File: src/hw/rtl/lpba_pkg.sv
// shared types and constants for the lidar point box assignment block
// no dependencies; used by every module of the block
`default_nettype none

package lpba_pkg;

  localparam int MAX_BOXES_DEF = 32;

  localparam int COEF_W   = 32;
  localparam int CIDX_W   = 4;
  localparam int NUM_COEF = 12;
  localparam int PT_W     = 32;
  localparam int SF_W     = 16;
  localparam int SLOT_W   = 5;
  localparam int EDGE_W   = 14;
  localparam int DIM_W    = 12;
  localparam int PIX_W    = 16;
  localparam int CNT_W    = 6;
  localparam int CNT_MAX  = 2**CNT_W - 1;
  localparam int IDX_W    = 5;

  // row sums of the projection, floored q32.16 products plus offset
  localparam int YW = 50;
  // quotient bits: 16 magnitude bits plus one overflow bit
  localparam int QW = 17;

  localparam int PROJ_LAT = 2;
  localparam int DIV_LAT  = QW + 2;

  localparam logic [SF_W-1:0] SHRINK_RST = 16'd6554;

  typedef enum logic [1:0] {
    OP_LOAD_COEF = 2'd0,
    OP_LOAD_BOX  = 2'd1,
    OP_POINT     = 2'd2
  } opcode_t;

  typedef enum logic [1:0] {
    ST_NONE       = 2'd0,
    ST_ONE        = 2'd1,
    ST_MULTI      = 2'd2,
    ST_ZERO_DEPTH = 2'd3
  } status_t;

  typedef struct packed {
    logic signed [EDGE_W-1:0] left;
    logic signed [EDGE_W-1:0] top;
    logic [DIM_W-1:0]         width;
    logic [DIM_W-1:0]         height;
  } box_t;

  typedef struct packed {
    logic              we;
    logic [SLOT_W-1:0] slot;
    box_t              box;
  } box_wr_t;

endpackage

`default_nettype wire

File: src/hw/rtl/lpba_boxes.sv
// box table with one comparator lane per entry, then count and first hit
// depends on lpba_pkg
`default_nettype none

module lpba_boxes #(
  parameter int MAX_BOXES = lpba_pkg::MAX_BOXES_DEF
) (
  input  wire logic                              clk,
  input  wire logic                              rst_n,
  input  wire logic                              en,
  input  wire lpba_pkg::box_wr_t                 box_wr,
  input  wire logic                              pt_valid,
  input  wire logic                              zero_depth,
  input  wire logic signed [lpba_pkg::PIX_W-1:0] px,
  input  wire logic signed [lpba_pkg::PIX_W-1:0] py,
  input  wire logic [lpba_pkg::CNT_W-1:0]        box_count,
  output logic                                   res_valid,
  output logic signed [lpba_pkg::PIX_W-1:0]      res_px,
  output logic signed [lpba_pkg::PIX_W-1:0]      res_py,
  output lpba_pkg::status_t                      res_status,
  output logic [lpba_pkg::IDX_W-1:0]             res_idx,
  output logic [lpba_pkg::CNT_W-1:0]             res_count
);
  import lpba_pkg::*;

  localparam int AW = (MAX_BOXES > 1) ? $clog2(MAX_BOXES) : 1;
  localparam int CW = $clog2(MAX_BOXES + 1);
  localparam int XW = PIX_W + 1;

  box_t                  box_r [0:MAX_BOXES-1];
  logic [MAX_BOXES-1:0]  hit_r;
  logic                  valid_r;
  logic                  zero_r;
  logic signed [PIX_W-1:0] px_r;
  logic signed [PIX_W-1:0] py_r;

  logic [MAX_BOXES-1:0]  hit_nxt;
  logic signed [XW-1:0]  xe, ye;
  logic signed [XW-1:0]  lo_x [0:MAX_BOXES-1];
  logic signed [XW-1:0]  hi_x [0:MAX_BOXES-1];
  logic signed [XW-1:0]  lo_y [0:MAX_BOXES-1];
  logic signed [XW-1:0]  hi_y [0:MAX_BOXES-1];
  logic [CW-1:0]         pop;
  logic [AW-1:0]         first;

  // half-open containment test, one lane per table entry
  always_comb begin
    xe = XW'(px);
    ye = XW'(py);
    for (int i = 0; i < MAX_BOXES; i++) begin
      lo_x[i] = XW'(box_r[i].left);
      hi_x[i] = XW'(box_r[i].left) + $signed(XW'(box_r[i].width));
      lo_y[i] = XW'(box_r[i].top);
      hi_y[i] = XW'(box_r[i].top) + $signed(XW'(box_r[i].height));
      hit_nxt[i] = (i < int'(box_count)) && (xe >= lo_x[i]) && (xe < hi_x[i]) &&
                   (ye >= lo_y[i]) && (ye < hi_y[i]);
    end
  end

  always_comb begin
    pop   = '0;
    first = '0;
    for (int i = 0; i < MAX_BOXES; i++) begin
      pop = pop + CW'(hit_r[i]);
    end
    for (int i = MAX_BOXES - 1; i >= 0; i--) begin
      if (hit_r[i]) begin
        first = AW'(i);
      end
    end
  end

  always_comb begin
    res_valid = valid_r;
    if (zero_r) begin
      res_px     = '0;
      res_py     = '0;
      res_status = ST_ZERO_DEPTH;
      res_idx    = '0;
      res_count  = '0;
    end else begin
      res_px    = px_r;
      res_py    = py_r;
      res_count = (int'(pop) > CNT_MAX) ? CNT_W'(CNT_MAX) : CNT_W'(pop);
      res_idx   = '0;
      if (pop == '0) begin
        res_status = ST_NONE;
      end else if (int'(pop) == 1) begin
        res_status = ST_ONE;
        res_idx    = IDX_W'(first);
      end else begin
        res_status = ST_MULTI;
      end
    end
  end

  always_ff @(posedge clk) begin
    if (!rst_n) begin
      valid_r <= 1'b0;
    end else if (en) begin
      valid_r <= pt_valid;
    end
  end

  always_ff @(posedge clk) begin
    if (en) begin
      hit_r  <= hit_nxt;
      zero_r <= zero_depth;
      px_r   <= px;
      py_r   <= py;
      if (box_wr.we && (int'(box_wr.slot) < MAX_BOXES)) begin
        box_r[AW'(box_wr.slot)] <= box_wr.box;
      end
    end
  end

endmodule

`default_nettype wire
File: config.mk
export PLATFORM = sky130hd
export DESIGN_NAME = lpba_boxes
export DESIGN_NICKNAME = d
export VERILOG_FILES = /design/src/hw/rtl/lpba_pkg.sv /design/src/hw/rtl/lpba_boxes.sv
export SDC_FILE = /design/constraint.sdc
export NUM_CORES = 2
export LEC_CHECK = 0
export ABC_AREA = 1
export BUFFER_PORTS_ARGS = -buffer_cell sky130_fd_sc_hd__buf_2
export CORE_MARGIN = 2
export CORE_UTILIZATION = 50
export CTS_CLUSTER_DIAMETER = 100
export CTS_CLUSTER_SIZE = 25
export DETAILED_ROUTE_END_ITERATION = 10
export PLACE_DENSITY = 0.67
export SETUP_SLACK_MARGIN = 0.2
export SYNTH_ARGS = -nofsm -noshare
export SYNTH_HDL_FRONTEND = slang
export SYNTH_SLANG_ARGS = --single-unit
File: constraint.sdc
create_clock -name clk -period 6.86 [get_ports clk]
set_clock_uncertainty 0.05 [all_clocks]
set_input_delay 1.372 -clock clk [delete_from_list [all_inputs] [get_ports clk]]
set_output_delay 1.372 -clock clk [all_outputs]
set_load 0.01 [all_outputs]
==> results.py <==
metrics = {
    "run_status": {
        "status": "finished, violations left",
        "violations": "setup timing",
    },
    "sta": {
        "timing.final.crit_period_ns": 8.039,
        "finalHoldViolCount": 0,
        "worst_slew_pin_slew_ns": 1.314,
        "relSlewSlack": 0.1160,
        "rsz0062_at_grt": "true",
        "whs_ns": 0.5047,
        "worst_slack_ns": -1.179,
        "setup_viol": 11,
        "period_share": 1.172,
        "slew_violations": 0,
        "timing.fmax_mhz": 124.4,
    },
    "synth": {
        "ys_warn_count": 0,
        "yosys.area_share.adder": 0.2758,
        "ys_async_sr_fraction": 0,
        "seq_area_frac_synth": 0.3948,
        "netlist_instances": 12615,
        "synth_xor_area_frac": 0.05692,
        "synth-compound-area-share": 0.1325,
        "synthSimpleGateAreaFrac": 0.08146,
        "synth-main-ff-cell": "edfxtp_1",
        "synth_edf_count": 1729,
        "syn_nets": 15563,
        "synth_top_family_by_area": "adder cells",
        "synth.avg_cell_area_sq_um": 10.43,
        "ys_ff_latch": 1730,
        "synth_area_sq_um": 131600,
        "ys_types": 64,
        "synthMuxAreaShare": 0,
    },
    "detailed_routing": {
        "ant_nets": 0,
        "drt_iter0_drc": 6644,
        "wl_microns": 361100,
        "vias": 92663,
        "vias_per_cell": 5.560,
        "drtPass1Iterations": 9,
        "wl_per_cell_microns": 21.67,
        "drc": 0,
    },
    "place": {
        "io_buffers": 146,
        "dpl.cell_count": 16492,
        "dp_slack_ns": -0.4552,
        "post_dp_cell_area_sq_um": 139000,
        "dp_hpwl_microns": 243700,
        "routabilityCongestion": 0.8850,
    },
    "global_routing": {
        "grt_max_degree": 56,
        "antenna_found_initial": 37,
        "grt_pass1_vias": 88860,
        "grt_overflow": 0,
        "grt_pass1_wl_microns": 537700,
        "grtUsageTotal": 0.2687,
    },
    "clock_network": {
        "cts_buffers": 88,
        "clock-sinks": 1730,
        "ctsLongestPathBuffers": 3,
        "cts_hold_repair.buffers": 0,
        "root_buffer": "clkbuf_16",
        "cts_tree": "built",
        "cts_max_level": 3,
        "insertion_delay_ns": 0.80,
        "path_clk_slew_ns": 0.10,
    },
    "critical_path": {
        "crit_required_ns": 5.44,
        "critical_path.startpoint_type": "register",
        "worstSetupPathType": "register to output pin",
        "end_kind": "output pin",
        "arrival_ns": 6.62,
        "cp_max_fo": 2,
    },
    "final_layout": {
        "design_area_sq_um": 142100,
        "layout.cells.non_filler": 16667,
        "final_cell_mix": "ha_1 (2756), inv_1 (2021), edfxtp_1 (1729)",
        "area_growth_pct": 7.986,
        "nets": 16030,
        "final_common_cell": "ha_1",
        "num-fill-cells": 22944,
        "drive_gt1_frac": 0.08554,
    },
    "hold_path": {
        "min-delay-path-class": "register to register",
    },
    "floorplanning": {
        "fp.dieH_microns": 516.9,
        "core_sq_um": 262000,
        "rows": 188,
        "initial_core_util": 0.5020,
        "io_pins": 147,
        "die_w_microns": 516.9,
        "dieArea_sq_um": 267200,
    },
    "power_and_ir_drop": {
        "ir_drop_mv": 0.2626,
        "power_density_nw_per_um2": 157.9,
        "p_leak_uw": 0.06462,
    },
    "run": {
        "maxCapViolCount": 0,
    },
}
cell families after synthesis:
family,Yosys count
AND/OR/NAND/NOR,2509
AO/OA/AOI/OAI,2632
adder cells (fa/ha/maj),2847
flip-flops,1730
buffers and inverters,2042
XOR/XNOR,855
worst max-delay path: stages (launching register included):
cell	delay (ns)
edfxtp_1	0.43
fa_1	0.55
inv_1	0.05
fa_1	0.47
inv_1	0.06
fa_1	0.51
fa_2	0.45
fa_1	0.49
inv_1	0.05
fa_1	0.49
inv_2	0.05
ha_4	0.15
fa_2	0.34
buf_4	0.14
buf_4	0.13
xor2_2	0.14
nor2_1	0.19
nand4_1	0.17
inv_1	0.11
nand4_1	0.09
nand3b_1	0.21
buf_12	0.19
a311oi_2	0.20
buf_2	0.18
sequential cells by signal, summed over array words and instances, names as in the netlist:
name,cells
box_r,1664
hit_r,32
px_r,16
py_r,16
res_valid,1
zero_r,1
power breakdown:
group / internal, uW / total [uW] / switching, uW / leakage (uW)
clock network: 2590 / 6310 / 3720 / 0.00133
logic: 1660 / 4350 / 2690 / 0.0476
registers: 11700 / 11800 / 45.6 / 0.0156
stage by stage:
stage,total power [uW],util,setup TNS (ns)
6_report,22420,0.5421,-6.580
5_1_grt,23320,0.5421,-9.548
4_1_cts,22470,0.5417,-6.538
3_5_place_dp,15930,0.5305,-0.7236
3_3_place_gp,15890,0.5305,-0.7488
2_1_floorplan,14050,-,0
synthesized netlist by cell type, types with 82 or more instances:
cell / number / area (sq um)
o221ai_1: 86 / 753.2
xnor2_1: 254 / 2225
a211oi_1: 82 / 615.6
nor2_1: 442 / 1659
o211ai_1: 86 / 645.6
o21bai_2: 228 / 2567
nor3_1: 106 / 530.5
inv_1: 2029 / 7616
nand4_1: 206 / 1289
xor2_1: 601 / 5264
nand3_1: 210 / 1051
ha_1: 2759 / 34520
o21ai_2: 156 / 1366
nand2_1: 1416 / 5315
o21ai_0: 179 / 895.9
edfxtp_1: 1729 / 51920
fa_1: 88 / 1762
o21a_1: 103 / 773.2
a21oi_1: 1303 / 6521
worst paths after layout:
check / endpoint / from / slack [ns] / depth (start not counted)
worst max-delay path: res_idx[4] / hit_r[13] / -1.18 / 23
worst min-delay path: res_valid / res_valid / 0.50 / 2
worst max register to register: hit_r[11] / box_r[11][24] / 1.43 / 22
worst min register to register: res_valid / res_valid / 0.50 / 2
repair_timing:
action,in CTS,in global routing
setup endpoints to repair,12,12
resized for setup,30,6
setup buffers,11,4
endpoints found under the hold margin,0,0
pin swaps,18,4
area by class of cell:
class | count | area (sq um) | area share
inverter | 2031 | 7629 | 0.05370
timing repair buffer | 388 | 2929 | 0.02062
sequential | 1730 | 51940 | 0.3656
clock inverter | 41 | 471.7 | 0.003320
clock buffer | 95 | 2271 | 0.01599
multi-input combinational | 8843 | 72360 | 0.5094
antenna | 24 | 60.06 | 0.0004228
tap | 3515 | 4398 | 0.03096
metal layers:
metal	up-vias	routed length, microns	track usage
met5	-	0	0
li1	45782	-	-
met1	44108	153400	0.3473
met3	565	20010	0.02551
met4	0	19040	0.1199
met2	2208	168700	0.4563
No activity file was read; power rests on OpenSTA's default activity.
